--- config.mk ---
export PLATFORM = sky130hd
export DESIGN_NAME = cpu_alu_with_flags
export DESIGN_NICKNAME = d
export VERILOG_FILES = /design/src/rtl/gbalu_pkg.sv /design/src/rtl/gbalu_stage.sv /design/src/rtl/gbalu_core.sv /design/src/rtl/cpu_alu_with_flags.sv
export SDC_FILE = /design/constraint.sdc
export NUM_CORES = 1
export LEC_CHECK = 0
export ABC_AREA = 1
export BUFFER_PORTS_ARGS = -buffer_cell sky130_fd_sc_hd__buf_2
export CORE_MARGIN = 1
export CORE_UTILIZATION = 40
export CTS_CLUSTER_DIAMETER = 100
export DETAILED_ROUTE_END_ITERATION = 7
export HOLD_SLACK_MARGIN = 0.08
export SYNTH_ARGS = -nofsm -noshare
export SYNTH_HDL_FRONTEND = slang
export SYNTH_SLANG_ARGS = --single-unit
--- constraint.sdc ---
create_clock -name i_clk -period 4.9 [get_ports i_clk]
set_clock_uncertainty 0.15 [all_clocks]
set_input_delay 0.245 -clock i_clk [delete_from_list [all_inputs] [get_ports i_clk]]
set_output_delay 0.245 -clock i_clk [all_outputs]
set_load 0.01 [all_outputs]
--- src/rtl/gbalu_pkg.sv ---
`default_nettype none

package gbalu_pkg;

    // Operation codes carried in the func field.
    localparam logic [4:0] F_ADD   = 5'd0;
    localparam logic [4:0] F_ADC   = 5'd1;
    localparam logic [4:0] F_SUB   = 5'd2;
    localparam logic [4:0] F_SBC   = 5'd3;
    localparam logic [4:0] F_AND   = 5'd4;
    localparam logic [4:0] F_XOR   = 5'd5;
    localparam logic [4:0] F_OR    = 5'd6;
    localparam logic [4:0] F_CP    = 5'd7;
    localparam logic [4:0] F_INC   = 5'd8;
    localparam logic [4:0] F_DEC   = 5'd9;
    localparam logic [4:0] F_RLC   = 5'd10;
    localparam logic [4:0] F_RRC   = 5'd11;
    localparam logic [4:0] F_RL    = 5'd12;
    localparam logic [4:0] F_RR    = 5'd13;
    localparam logic [4:0] F_SLA   = 5'd14;
    localparam logic [4:0] F_SRA   = 5'd15;
    localparam logic [4:0] F_SWAP  = 5'd16;
    localparam logic [4:0] F_SRL   = 5'd17;
    localparam logic [4:0] F_BIT   = 5'd18;
    localparam logic [4:0] F_RES   = 5'd19;
    localparam logic [4:0] F_SET   = 5'd20;
    localparam logic [4:0] F_DAA   = 5'd21;
    localparam logic [4:0] F_CPL   = 5'd22;
    localparam logic [4:0] F_SCF   = 5'd23;
    localparam logic [4:0] F_CCF   = 5'd24;
    localparam logic [4:0] F_RLCA  = 5'd25;
    localparam logic [4:0] F_RRCA  = 5'd26;
    localparam logic [4:0] F_RLA   = 5'd27;
    localparam logic [4:0] F_RRA   = 5'd28;
    localparam logic [4:0] F_ADD16 = 5'd29;
    localparam logic [4:0] F_ADDSP = 5'd30;

    // Shift and rotate kinds, shared by the prefixed and accumulator forms.
    localparam logic [2:0] SH_RLC  = 3'd0;
    localparam logic [2:0] SH_RRC  = 3'd1;
    localparam logic [2:0] SH_RL   = 3'd2;
    localparam logic [2:0] SH_RR   = 3'd3;
    localparam logic [2:0] SH_SLA  = 3'd4;
    localparam logic [2:0] SH_SRA  = 3'd5;
    localparam logic [2:0] SH_SWAP = 3'd6;
    localparam logic [2:0] SH_SRL  = 3'd7;

    // Decimal adjust constants.
    localparam logic [7:0] DAA_LO_FIX = 8'h06;
    localparam logic [7:0] DAA_HI_FIX = 8'h60;
    localparam logic [7:0] DAA_MAX    = 8'h99;
    localparam logic [3:0] DAA_DIGIT  = 4'd9;

    typedef struct packed {
        logic [4:0]  func;
        logic [15:0] operand_a;
        logic [15:0] operand_b;
        logic [2:0]  bit_index;
        logic        zero_in;
        logic        subtract_in;
        logic        half_carry_in;
        logic        carry_in;
    } t_alu_in;

    typedef struct packed {
        logic [15:0] result;
        logic        zero_out;
        logic        subtract_out;
        logic        half_carry_out;
        logic        carry_out;
    } t_alu_out;

endpackage

`default_nettype wire

--- src/rtl/gbalu_stage.sv ---
`default_nettype none

module gbalu_stage #(
    parameter int W = 8
) (
    input  wire logic         i_clk,
    input  wire logic         i_rst_n,
    input  wire logic         i_valid,
    input  wire logic [W-1:0] i_data,
    output logic              o_stall,
    output logic              o_valid,
    output logic [W-1:0]      o_data,
    input  wire logic         i_stall
);

    logic         r_valid;
    logic [W-1:0] r_data;
    logic         n_valid;

    // The stage only holds when it has a beat that the next side refuses.
    assign o_stall = r_valid && i_stall;
    assign n_valid = o_stall ? r_valid : i_valid;

    always_ff @(posedge i_clk) begin
        if (!i_rst_n) begin
            r_valid <= 1'b0;
        end else begin
            r_valid <= n_valid;
        end
    end

    always_ff @(posedge i_clk) begin
        if (!o_stall && i_valid) begin
            r_data <= i_data;
        end
    end

    assign o_valid = r_valid;
    assign o_data  = r_data;

endmodule

`default_nettype wire

--- src/rtl/gbalu_core.sv ---
`default_nettype none

module gbalu_core
    import gbalu_pkg::*;
(
    input  wire t_alu_in  i_op,
    output t_alu_out o_res
);

    logic [7:0]  a;
    logic [7:0]  b;
    logic        ci;
    logic [8:0]  sum9;
    logic [4:0]  sum5;
    logic [8:0]  dif9;
    logic [4:0]  dif5;
    logic [7:0]  inc8;
    logic [7:0]  dec8;
    logic [7:0]  sv;
    logic [2:0]  sk;
    logic [4:0]  sk_wide;
    logic [7:0]  sh_r;
    logic        sh_c;
    logic [7:0]  mask;
    logic [7:0]  daa_adj;
    logic        daa_c;
    logic [7:0]  daa_r;
    logic [16:0] s17;
    logic [12:0] s13;
    logic [15:0] sp_r;
    logic [4:0]  sp5;
    logic [8:0]  sp9;
    logic [7:0]  r8;

    assign a = i_op.operand_a[7:0];
    assign b = i_op.operand_b[7:0];
    assign ci = ((i_op.func == F_ADC) || (i_op.func == F_SBC)) ? i_op.carry_in : 1'b0;

    assign sum9 = {1'b0, a} + {1'b0, b} + {8'd0, ci};
    assign sum5 = {1'b0, a[3:0]} + {1'b0, b[3:0]} + {4'd0, ci};
    assign dif9 = {1'b0, a} - {1'b0, b} - {8'd0, ci};
    assign dif5 = {1'b0, a[3:0]} - {1'b0, b[3:0]} - {4'd0, ci};
    assign inc8 = b + 8'd1;
    assign dec8 = b - 8'd1;
    assign mask = 8'd1 << i_op.bit_index;

    // Accumulator rotates reuse the prefixed shifter on the accumulator.
    assign sv      = (i_op.func >= F_RLCA) ? a : b;
    assign sk_wide = (i_op.func >= F_RLCA) ? (i_op.func - F_RLCA) : (i_op.func - F_RLC);
    assign sk      = sk_wide[2:0];

    always_comb begin
        sh_c = sv[0];
        sh_r = {1'b0, sv[7:1]};
        case (sk)
            SH_RLC:  begin sh_c = sv[7]; sh_r = {sv[6:0], sv[7]}; end
            SH_RRC:  begin sh_c = sv[0]; sh_r = {sv[0], sv[7:1]}; end
            SH_RL:   begin sh_c = sv[7]; sh_r = {sv[6:0], i_op.carry_in}; end
            SH_RR:   begin sh_c = sv[0]; sh_r = {i_op.carry_in, sv[7:1]}; end
            SH_SLA:  begin sh_c = sv[7]; sh_r = {sv[6:0], 1'b0}; end
            SH_SRA:  begin sh_c = sv[0]; sh_r = {sv[7], sv[7:1]}; end
            SH_SWAP: begin sh_c = 1'b0;  sh_r = {sv[3:0], sv[7:4]}; end
            default: begin sh_c = sv[0]; sh_r = {1'b0, sv[7:1]}; end
        endcase
    end

    // Decimal adjust after an add or a subtract, steered by N, H and C.
    always_comb begin
        daa_adj = 8'd0;
        daa_c   = i_op.carry_in;
        if (i_op.subtract_in) begin
            if (i_op.half_carry_in) daa_adj = daa_adj | DAA_LO_FIX;
            if (i_op.carry_in)      daa_adj = daa_adj | DAA_HI_FIX;
            daa_r = a - daa_adj;
        end else begin
            if (i_op.half_carry_in || (a[3:0] > DAA_DIGIT)) daa_adj = daa_adj | DAA_LO_FIX;
            if (i_op.carry_in || (a > DAA_MAX)) begin
                daa_adj = daa_adj | DAA_HI_FIX;
                daa_c   = 1'b1;
            end
            daa_r = a + daa_adj;
        end
    end

    assign s17  = {1'b0, i_op.operand_a} + {1'b0, i_op.operand_b};
    assign s13  = {1'b0, i_op.operand_a[11:0]} + {1'b0, i_op.operand_b[11:0]};
    assign sp_r = i_op.operand_a + {{8{b[7]}}, b};
    assign sp5  = {1'b0, i_op.operand_a[3:0]} + {1'b0, b[3:0]};
    assign sp9  = {1'b0, i_op.operand_a[7:0]} + {1'b0, b};

    always_comb begin
        o_res.result         = i_op.operand_a;
        o_res.zero_out       = i_op.zero_in;
        o_res.subtract_out   = i_op.subtract_in;
        o_res.half_carry_out = i_op.half_carry_in;
        o_res.carry_out      = i_op.carry_in;
        r8 = 8'd0;
        case (i_op.func)
            F_ADD, F_ADC: begin
                r8 = sum9[7:0];
                o_res.result         = {8'd0, r8};
                o_res.zero_out       = (r8 == 8'd0);
                o_res.subtract_out   = 1'b0;
                o_res.half_carry_out = sum5[4];
                o_res.carry_out      = sum9[8];
            end
            F_SUB, F_SBC, F_CP: begin
                r8 = dif9[7:0];
                o_res.result         = (i_op.func == F_CP) ? i_op.operand_a : {8'd0, r8};
                o_res.zero_out       = (r8 == 8'd0);
                o_res.subtract_out   = 1'b1;
                o_res.half_carry_out = dif5[4];
                o_res.carry_out      = dif9[8];
            end
            F_AND, F_XOR, F_OR: begin
                if (i_op.func == F_AND) r8 = a & b;
                else if (i_op.func == F_XOR) r8 = a ^ b;
                else r8 = a | b;
                o_res.result         = {8'd0, r8};
                o_res.zero_out       = (r8 == 8'd0);
                o_res.subtract_out   = 1'b0;
                o_res.half_carry_out = (i_op.func == F_AND);
                o_res.carry_out      = 1'b0;
            end
            F_INC: begin
                o_res.result         = {8'd0, inc8};
                o_res.zero_out       = (inc8 == 8'd0);
                o_res.subtract_out   = 1'b0;
                o_res.half_carry_out = (inc8[3:0] == 4'h0);
            end
            F_DEC: begin
                o_res.result         = {8'd0, dec8};
                o_res.zero_out       = (dec8 == 8'd0);
                o_res.subtract_out   = 1'b1;
                o_res.half_carry_out = (dec8[3:0] == 4'hF);
            end
            F_RLC, F_RRC, F_RL, F_RR, F_SLA, F_SRA, F_SWAP, F_SRL,
            F_RLCA, F_RRCA, F_RLA, F_RRA: begin
                o_res.result         = {8'd0, sh_r};
                o_res.zero_out       = (i_op.func >= F_RLCA) ? 1'b0 : (sh_r == 8'd0);
                o_res.subtract_out   = 1'b0;
                o_res.half_carry_out = 1'b0;
                o_res.carry_out      = sh_c;
            end
            F_BIT: begin
                o_res.result         = i_op.operand_b;
                o_res.zero_out       = ~b[i_op.bit_index];
                o_res.subtract_out   = 1'b0;
                o_res.half_carry_out = 1'b1;
            end
            F_RES: o_res.result = {8'd0, b & ~mask};
            F_SET: o_res.result = {8'd0, b | mask};
            F_DAA: begin
                o_res.result         = {8'd0, daa_r};
                o_res.zero_out       = (daa_r == 8'd0);
                o_res.half_carry_out = 1'b0;
                o_res.carry_out      = daa_c;
            end
            F_CPL: begin
                o_res.result         = {8'd0, ~a};
                o_res.subtract_out   = 1'b1;
                o_res.half_carry_out = 1'b1;
            end
            F_SCF: begin
                o_res.subtract_out   = 1'b0;
                o_res.half_carry_out = 1'b0;
                o_res.carry_out      = 1'b1;
            end
            F_CCF: begin
                o_res.subtract_out   = 1'b0;
                o_res.half_carry_out = 1'b0;
                o_res.carry_out      = ~i_op.carry_in;
            end
            F_ADD16: begin
                o_res.result         = s17[15:0];
                o_res.subtract_out   = 1'b0;
                o_res.half_carry_out = s13[12];
                o_res.carry_out      = s17[16];
            end
            F_ADDSP: begin
                o_res.result         = sp_r;
                o_res.zero_out       = 1'b0;
                o_res.subtract_out   = 1'b0;
                o_res.half_carry_out = sp5[4];
                o_res.carry_out      = sp9[8];
            end
            default: begin
                o_res.result = i_op.operand_a;
            end
        endcase
    end

endmodule

`default_nettype wire

--- src/rtl/cpu_alu_with_flags.sv ---
// An accepted beat is registered in the input stage, passes through the flag ALU
// and is captured in the result register, from which its result beat is offered.
// Throughput: one beat per cycle unless the output stalls; the input register feeds
// the flag ALU, whose result is captured in the output register.
// A result that waits on a stalled output holds the pipe; the input stalls only
// when both registers are full and the output is stalled. Reset is synchronous
// and active low; it empties both stages.
`default_nettype none

module cpu_alu_with_flags
    import gbalu_pkg::*;
(
    input  wire logic    i_clk,
    input  wire logic    i_rst_n,
    input  wire logic    i_in_valid,
    input  wire t_alu_in i_in,
    output logic         o_in_stall,
    output logic         o_out_valid,
    output t_alu_out     o_out,
    input  wire logic    i_out_stall
);

    logic     w_mid_valid;
    t_alu_in  w_mid_data;
    logic     w_mid_stall;
    t_alu_out w_core_res;

    // First stage: operation and operands are registered as they arrive.
    gbalu_stage #(
        .W($bits(t_alu_in))
    ) u_in_stage (
        .i_clk   (i_clk),
        .i_rst_n (i_rst_n),
        .i_valid (i_in_valid),
        .i_data  (i_in),
        .o_stall (o_in_stall),
        .o_valid (w_mid_valid),
        .o_data  (w_mid_data),
        .i_stall (w_mid_stall)
    );

    // The whole operation, flags included, is one short combinational pass.
    gbalu_core u_core (
        .i_op  (w_mid_data),
        .o_res (w_core_res)
    );

    // Second stage: the result register. While its beat is refused, the beat
    // behind it waits in the first stage, and the input stalls only once that
    // stage is full as well.
    gbalu_stage #(
        .W($bits(t_alu_out))
    ) u_out_stage (
        .i_clk   (i_clk),
        .i_rst_n (i_rst_n),
        .i_valid (w_mid_valid),
        .i_data  (w_core_res),
        .o_stall (w_mid_stall),
        .o_valid (o_out_valid),
        .o_data  (o_out),
        .i_stall (i_out_stall)
    );

    // A refused result beat stays offered and does not change.
    a_out_valid_hold: assert property (@(posedge i_clk) disable iff (!i_rst_n)
        (o_out_valid && i_out_stall) |=> o_out_valid);
    a_out_data_hold: assert property (@(posedge i_clk) disable iff (!i_rst_n)
        (o_out_valid && i_out_stall) |=> $stable(o_out));
    // Back pressure on the input only ever comes from the output side.
    a_in_stall_cause: assert property (@(posedge i_clk) disable iff (!i_rst_n)
        o_in_stall |-> i_out_stall);
    // Reset leaves the pipe empty.
    a_reset_empty: assert property (@(posedge i_clk)
        !i_rst_n |=> (!o_out_valid && !o_in_stall));

endmodule

`default_nettype wire

After elaboration in Yosys (flattened, before gate mapping)
Index checks and enable logic that the tools add are counted.
- RAM bits: 0
- memories kept: 0
- latch bits: 0
- input port bits: 48
- flip-flop bits (word level): 66
- word-level logic and storage cells: 126
- ROM bits: 0
- shift-type cells: 1
- divide/modulo/power cells: 0
- multiply operators: 0
- $lt $le $gt $ge: 4
- eq/ne operators: 37
- reductions and logical operators: 28
- add/sub/neg operators: 17
- mux-type cells: 26
- bitwise logic cells: 9
- operators with widths (cell ; count):
    $pmux W16 S13 ; 1
    $eq A5 B5 Y1 const B ; 15
    $logic_not A8 Y1 ; 7
    $mux W8 ; 7
    $pmux W8 S7 ; 1
    $eq A5 B4 Y1 const B ; 8
    $pmux W1 S9 ; 3
    $reduce_or A23 Y1 ; 1
    $eq A5 B3 Y1 const B ; 4
    $add A16 B16 Y17 ; 1
    $add A16 B16 Y16 ; 1
    $and A8 B8 Y8 ; 2
    $mux W16 ; 1
    $not A8 Y8 ; 2
    $or A8 B8 Y8 ; 2
    $reduce_or A15 Y1 ; 1
    $mux W7 ; 2
    $add A12 B12 Y13 ; 1
    $reduce_or A12 Y1 ; 1
    $eq A5 B2 Y1 const B ; 2
    $add A8 B8 Y9 ; 1
    $add A9 B1 Y9 ; 1
    $eq A3 B3 Y1 const B ; 3
    $mux W3 ; 3
    35 further kinds ; 51

Longest topological paths before layout
Gate-level depths: netlist of the first run.
- depth after elaboration: 9
- depth in mapped cells: 23

Cells and area by module
A second synthesis of the first run with hierarchy kept.
- cell total of the unflattened synthesis: 1094
- area total of the unflattened synthesis: 7390.8 µm²
- modules (own cells, without submodules) (module ; cells each ; seq. area each (µm²) ; times used ; area an instance (µm²)):
    gbalu_core ; 1016 ; 0.0 ; 1 ; 5363.9
    gbalu_stage (u_in_stage) ; 51 ; 1341.3 ; 1 ; 1373.8
    gbalu_stage (u_out_stage) ; 27 ; 620.6 ; 1 ; 653.1

Least setup slack after synthesis of the first run
No wires, ideal clock.
- path type: register -> register
- start point: reg u_in_stage.r_data[40] (netlist: u_in_stage.o_data[40])
- end point: reg u_out_stage.r_data[10] (netlist: u_out_stage.o_data[10]) (data pin)
- slack: 1.325 ns
- arrival: 3.171 ns
- cell stages (with the launch flop): 22
- required time: 4.496 ns
- path through: edfxtp_1 > inv_1 > ha_1 > inv_2 > nor2_1 > nand2_1 > inv_1 > o21ai_0 > fa_1 > fa_1 > inv_1 > nand2_1 > a21oi_1 > o21ai_0 > nand2_1 > nand3_1 > nand2_1 > nand2_1 > a22oi_1 > nand3_1 > nor2_1 > nor2_1
- RTL lines (what ; line ; RTL):
    start: declaration ; gbalu_stage.sv:17 ; logic [W-1:0] r_data;
    start signal: assignment ; gbalu_stage.sv:34 ; r_data <= i_data;
    end signal: assignment ; gbalu_stage.sv:34 ;
    end: declaration ; gbalu_stage.sv:17 ;

==> results of run 1 <==
layer usage:
layer	vias up	share of wire	track usage
li1	3720	-	-
met5	-	0	0
met4	0	0.034	0.1086
met3	52	0.082	0.04751
met1	3444	0.45	0.4008
met2	373	0.43	0.4348
worst max-delay path, delay by kind of cell, from the launching register on:
family	cells	cell delay, ps
compound gates	3	680
simple gates	12	940
buf+inv	5	410
flops	1	430
fa+ha+maj	3	1300
synth_stat cells, types with 2 or more instances:
library cell / n / area (um2)
buf_6: 3 / 33.78
nor2_1: 112 / 420.4
nand3b_1: 4 / 30.03
nor3_4: 2 / 32.53
buf_4: 3 / 22.52
nor3_1: 10 / 50.05
inv_1: 110 / 412.9
a221oi_1: 2 / 17.52
a31oi_1: 2 / 12.51
nand3_1: 91 / 455.4
nand3_2: 5 / 50.05
o211ai_1: 8 / 60.06
nand2_1: 250 / 938.4
xnor2_1: 9 / 78.83
o31ai_1: 2 / 15.01
ha_1: 67 / 838.3
nor2_4: 3 / 33.78
a22oi_1: 2 / 15.01
or2_2: 8 / 50.05
fa_1: 3 / 60.06
o21a_1: 2 / 15.01
nor3_2: 3 / 30.03
buf_2: 3 / 15.01
a21boi_0: 2 / 15.01
edfxtp_1: 64 / 1922
o221ai_1: 4 / 35.03
a21o_1: 2 / 15.01
a21oi_1: 61 / 305.3
nand2_4: 4 / 45.04
o21ai_1: 8 / 40.04
inv_2: 11 / 41.29
o2111ai_1: 7 / 61.31
nand4_1: 27 / 168.9
o22ai_1: 11 / 68.82
o21ai_0: 61 / 305.3
xor2_1: 16 / 140.1
o21bai_1: 4 / 30.03
nand2_2: 6 / 37.54
clkinv_1: 3 / 11.26
nand4_4: 2 / 42.54
nor4_1: 5 / 31.28
nor2_2: 3 / 18.77
dfxtp_1: 2 / 40.04
clkbuf_1: 5 / 18.77
or2_0: 2 / 12.51
state kept, by name, summed over array words and instances (netlist names):
signal               cells
u_out_stage.o_valid      1
u_out_stage.o_data      20
u_in_stage.o_valid       1
u_in_stage.o_data       44
area by class of cell:
cell class | instances | area (um2)
Clock buffer | 9 | 225.2
Multi-Input combinational cell | 815 | 4642
Tap cell | 225 | 281.5
Fill cell | 1789 | 8869
Sequential cell | 66 | 1962
Clock inverter | 7 | 98.84
Inverter | 125 | 470.5
Timing Repair Buffer | 123 | 868.3
power by group through the flow:
stage | Clock (mW) | Sequential (mW) | Combinational (mW)
6_report | 0.738 | 0.715 | 0.749
5_1_grt | 0.765 | 0.718 | 0.824
4_1_cts | 0.747 | 0.714 | 0.731
3_5_place_dp | 0 | 0.726 | 0.699
3_3_place_gp | 0 | 0.727 | 0.697
2_1_floorplan | 0 | 0.715 | 0.492
path summary, 6_finish.rpt:
kind / from / endpoint / cells after the start
min reg2reg: u_in_stage.o_valid$_SDFFE_PN0N_ / u_out_stage.o_valid$_SDFFE_PN0N_ / 2
max reg2reg: u_in_stage.o_data[40]$_DFFE_PP_ / u_out_stage.o_data[3]$_DFFE_PP_ / 23
min: u_in_stage.o_valid$_SDFFE_PN0N_ / u_out_stage.o_valid$_SDFFE_PN0N_ / 2
max: u_in_stage.o_data[40]$_DFFE_PP_ / u_out_stage.o_data[3]$_DFFE_PP_ / 23
cell families (layout without fill, tap and decap cells):
group	count (synthesis)	in the layout	synth area share
DFF	66	66	0.2740
xor gates and xnor gates	25	25	0.03058
adders and majority gates	70	70	0.1255
AOI/OAI and AO/OA	182	182	0.1471
and+or+nand+nor	538	538	0.3446
buffers and inverters	139	264	0.07828
through the flow:
step,cell area (um2),cells,setup slack (ps)
after floorplan,7161,1020,1325
after global placement,7754,1307,900.0
after detailed placement,7754,1307,793.8
after CTS,8548,1370,764.6
after global routing,8548,1370,402.7
final,8548,1370,723.0
layout by cell type, fill, tap and decap left out, types with 4 or more instances in the layout:
cell type / n
o21bai_1: 4
edfxtp_1: 64
nand4_1: 27
nand3_2: 5
nand2_1: 250
o211ai_1: 8
xnor2_1: 9
o21ai_0: 61
clkbuf_16: 9
inv_2: 12
nand3_1: 91
buf_2: 69
nand2_4: 4
a21oi_1: 60
nand2_2: 6
nor4_1: 5
nor3_1: 10
nor2_1: 112
o22ai_1: 11
nand3b_1: 4
ha_1: 67
inv_1: 109
buf_4: 7
o2111ai_1: 7
o21ai_1: 8
or2_2: 8
o221ai_1: 4
xor2_1: 16
dlygate4sd3_1: 47
==> run summary, run 1 <==
Max Root-Sink Buffers -> 2
Total grt overflow -> 0
H-tree depth -> 3
Postcts setup bufs -> 0
Clk sink count -> 66
Slowest CP cell -> fa_1
Hold Buf Count CTS -> 47
CTS resizes -> 0
Clk_lat worst skew -> 350 ps
DP Wirelength -> 19780 um
Flop pwr share -> 0.325
Gate Count Post-Synth -> 1020
Flop2flop setup slack -> 720 ps
Fin Hold WS -> 360.4 ps
Crit-path max FO -> 5
Status -> finished, final reports clean
Critical path, cell by cell -> inv_1 > ha_1 > inv_2 > nor2_1 > nand2_1 > inv_1 > o21ai_0 > fa_1 > fa_1 > inv_1 > nand2_1 > a21oi_1 > o21ai_0 > nand2_1 > nand2_1 > nand2_1 > nand2_1 > nand3_1 > nor2_1 > nor2_1 > nand3_1 > nand2_1 > inv_1
Via count -> 7589
Hold Path Class -> register to register
Post-synth EDFFs -> 64
Crit path DAT -> 4130 ps
Clock power share -> 0.335
Post-synthesis instance area -> 0.007161 mm2
Crit Path Class -> register to register
Total power -> 2.203 mW
Max-slew violation count -> 0
Switching power share of the total -> 0.3731
F_max -> 239.4 MHz
Final ANT Viol Nets -> 0
RSZ-0062 raised after global routing -> false
Worst setup EP type -> register
Post-synth ARST share -> 0
Vias per inst -> 5.539
CTS Buf Count -> 9
Final Util -> 0.4908
Synth Net Count -> 1138
Req. time, crit path -> 4860 ps
CTS tree -> yes
Tcrit/Tclk final -> 0.8525
Placer Congestion -> 1.004
PortBufs -> 69
P&R area growth vs syn -> 19.38%
Largest net degree at the start of global routing -> 45
Post-synthesis area per instance -> 7.020 um2
DR pass1 iterations -> 5
Starting density of the core -> 0.4111
Clock slew at the register clock pins of the worst setup and hold paths -> 60 ps
Power density over the cells -> 257.7 mW/mm2
Leakage -> 4.002 nW
Library cells used by synthesis -> 51
Die Wd -> 135.8 um
Root Driver -> clkbuf_16
Internal power -> 1.381 mW
Die area -> 0.01844 mm2
Global-route wire length before repair -> 38840 um
# IOs -> 70
Crit path top cell by count -> nand2_1
Final hold vios -> 0
Synth Register Bits -> 66
Post-synth top flop -> edfxtp_1
Max_cap viols -> 0
DRT iter0 DRCs -> 909
Area of the core -> 0.01742 mm2
NetSw -> 0.8219 mW
Crit path largest cell delay -> 510 ps
WL/cell -> 18.86 um
Seq/Total Area, Yosys -> 0.2740
Die height -> 135.8 um
Slew headroom -> 0.3558
# DRC -> 0
Final min period -> 4177 ps
Final setup viols -> 0
Final WL -> 25840 um
Slew @ Worst Pin -> 964.9 ps
Combinational power share -> 0.340
Total GRT Usage -> 0.2856
Crit path launch type -> register
Initial antenna violation count -> 0
Nets -> 1258
Synth Warn # -> 0
Vias in the first global route -> 6830
Peak VDD IR -> 0.1963 mV
Layout cells sized above 1 -> 0.1275
Row count -> 48
Final setup TNS -> 0 ps
Ant. Diodes -> 0
Note: power is estimated with default switching activity, not from simulation.
==> run 2: changes to the inputs <==
- CELL_PAD_IN_SITES_DETAIL_PLACEMENT: unset -> 0
- CELL_PAD_IN_SITES_GLOBAL_PLACEMENT: unset -> 2
- CORE_ASPECT_RATIO: unset -> 1.75
- CORE_UTILIZATION: 40 -> 35
- PLACE_DENSITY_LB_ADDON: unset -> 0.1
==> run 2 against run 1 <==
  * Flip-flop and latch count stayed put
  * Sequential power is 1% lower
  * Hold slack worse by 14 ps
  * Highest routed layer unchanged
  * Final cell count is 2.2% higher
  * Fmax is 0.26% higher
  * Register-to-register slack hardly changed
  * Global-route usage is 1.1 points higher
  * Sequential share of layout area is 0.17 points lower
  * Critical endpoint is now u_out_stage.o_data[10]$_DFFE_PP_
  * First-iteration DRC count is 46% lower
  * Final area is 0.73% higher
  * Largest power group unchanged
  * Largest cell class unchanged
  * Combinational power is 2% higher
==> run summary, run 2 (synthesized netlist as in run 1, its figures left out) <==
Status -> finished, final reports clean
DR pass1 iterations -> 5
Worst Setup SP -> u_in_stage.o_data[40]$_DFFE_PP_
Die Wd -> 110.1 um
Max reg flops -> 44
Final hold vios -> 0
Combinational power share -> 0.360
Nets -> 1268
Layout cells sized above 1 -> 0.1333
Row count -> 68
Switching power share of the total -> 0.3774
Cell depth of the worst flop-to-flop path -> 21
# DRC -> 0
Power density over the cells -> 247.4 mW/mm2
Crit Path Class -> register to register
Most frequent cells in the layout -> 250 x nand2_1, 112 x nor2_1, 109 x inv_1
Crit path largest cell delay -> 470 ps
Placer Congestion -> 0.9864
Finished Cell Area -> 0.008611 mm2
PortBufs -> 69
Clk sink count -> 66
CTS resizes -> 0
Worst setup EP type -> register
Vias in the first global route -> 7508
Tcrit/Tclk final -> 0.8502
Die height -> 191.2 um
Total grt overflow -> 0
Crit. path cell count -> 21
DRT iter0 DRCs -> 494
Final WS setup -> 733.8 ps
NetSw -> 0.8041 mW
Crit path launch type -> register
Max_cap viols -> 0
Area of the core -> 0.01991 mm2
Total GRT Usage -> 0.2967
Slew @ Worst Pin -> 975.9 ps
Initial antenna violation count -> 0
# IOs -> 70
Vias per inst -> 5.384
Req. time, crit path -> 4850 ps
Peak VDD IR -> 0.1345 mV
Largest net degree at the start of global routing -> 45
Bufs and invs on worst path -> 4
CTS tree -> yes
Cell family with most CP delay -> adder cells
Max-slew violation count -> 0
WL/cell -> 21.27 um
P&R area growth vs syn -> 20.25%
Final Util -> 0.4325
Total power -> 2.131 mW
RSZ-0062 raised after global routing -> false
Max Root-Sink Buffers -> 2
Slowest CP cell -> fa_1
Flop pwr share -> 0.332
Placed cell area -> 0.007854 mm2
Hold Path Class -> register to register
Clock power share -> 0.308
Via count -> 7538
CTS Buf Count -> 9
Crit path top cell by count -> nand2_1
Clk_lat worst skew -> 350 ps
Final setup viols -> 0
Crit-path max FO -> 5
Final setup TNS -> 0 ps
Die area -> 0.02106 mm2
F_max -> 240.0 MHz
Flop2flop setup slack -> 730 ps
Root Driver -> clkbuf_16
Final min period -> 4166 ps
Reg-to-reg endpoint -> u_out_stage.o_data[10]$_DFFE_PP_
Dpl ws -> 790.6 ps
Commonest non-fill, non-tap cell in the layout -> nand2_1
Global-route wire length before repair -> 44120 um
Critical path, cell by cell -> inv_1 > ha_1 > inv_2 > nor2_1 > nand2_1 > inv_1 > o21ai_0 > fa_1 > fa_1 > inv_1 > nand2_1 > a21oi_1 > o21ai_0 > nand2_1 > nand3_1 > nand2_1 > nand2_1 > a22oi_1 > nand3_1 > nor2_1 > nor2_1
H-tree depth -> 3
Clock slew at the register clock pins of the worst setup and hold paths -> 60 ps
Internal power -> 1.327 mW
Leakage -> 4.038 nW
Setup crit end -> u_out_stage.o_data[10]$_DFFE_PP_
Final WL -> 29770 um
Starting density of the core -> 0.3597
DP Wirelength -> 23570 um
Slew headroom -> 0.3485
FF-to-FF Start -> u_in_stage.o_data[40]$_DFFE_PP_
Crit path DAT -> 4120 ps
Final ANT Viol Nets -> 0
Ant. Diodes -> 0
## run 2: changes by cell type in the layout (fill, tap and decap cells not counted), sizes merged
cell      delta
buf         +10
clkinv       +3
inv          -2
bufinv       -1
clkbuf       +1
clkinvlp     -1
## run 2: area by class of cell
| type | instances | area, um2 |
|---|---|---|
| fill | 2163 | 11300 |
| multi-input combinational | 815 | 4642 |
| sequential | 66 | 1962 |
| timing repair buffer | 133 | 943.4 |
| inverter | 125 | 470.5 |
| tap | 245 | 306.5 |
| clock buffer | 10 | 229.0 |
| clock inverter | 6 | 57.56 |
## run 2: what timing repair did
action	CTS	global route
endpoints found under the hold margin	46	0
setup buffers	0	0
hold buffers	47	0
setup endpoints to repair	0	0
## run 2: power by group through the flow
stage / clock, mW / combinational, mW / sequential (mW)
2_1_floorplan: 0 / 0.492 / 0.715
3_3_place_gp: 0 / 0.732 / 0.720
3_5_place_dp: 0 / 0.728 / 0.720
4_1_cts: 0.670 / 0.759 / 0.708
5_1_grt: 0.687 / 0.849 / 0.712
6_report: 0.657 / 0.766 / 0.708
## run 2: how the worst min path moves through the flow
stage          slack (ps)  cells after the start                          endpoint                              from
3_3_place_gp          270                      1   u_in_stage.o_data[22]$_DFFE_PP_                          i_in[22]
2_1_floorplan         190                      0    u_in_stage.o_data[0]$_DFFE_PP_                           i_in[0]
5_1_grt               380                      2  u_out_stage.o_valid$_SDFFE_PN0N_  u_out_stage.o_valid$_SDFFE_PN0N_
6_report              350                      2  u_out_stage.o_valid$_SDFFE_PN0N_   u_in_stage.o_valid$_SDFFE_PN0N_
3_5_place_dp          270                      1   u_in_stage.o_data[14]$_DFFE_PP_                          i_in[14]
4_1_cts               350                      2  u_out_stage.o_valid$_SDFFE_PN0N_  u_out_stage.o_valid$_SDFFE_PN0N_
## run 2: metal layers
layer / share of wire / wire length [um] / vias to the layer above / global-route usage
met3: 0.032 / 956 / 84 / 0.02625
met2: 0.53 / 15700 / 232 / 0.5488
li1: - / - / 3732 / -
met1: 0.37 / 11060 / 3490 / 0.3094
met4: 0.069 / 2058 / 0 / 0.1959
met5: 0 / 0 / - / 0
## run 2: per-stage QoR
step | hold WS [ps] | cells
3_3_place_gp | 271.2 | 1337
5_1_grt | 377.8 | 1400
3_5_place_dp | 273.1 | 1337
6_report | 346.5 | 1400
2_1_floorplan | 193.9 | 1020
4_1_cts | 354.3 | 1400
## run 2: worst reg2reg max path, delay by kind of cell (launching register included)
family,cells,cell delay [ps]
flops,1,440
buf+inv,4,370
simple gates,10,850
fa+ha+maj,3,1230
compound gates,4,880
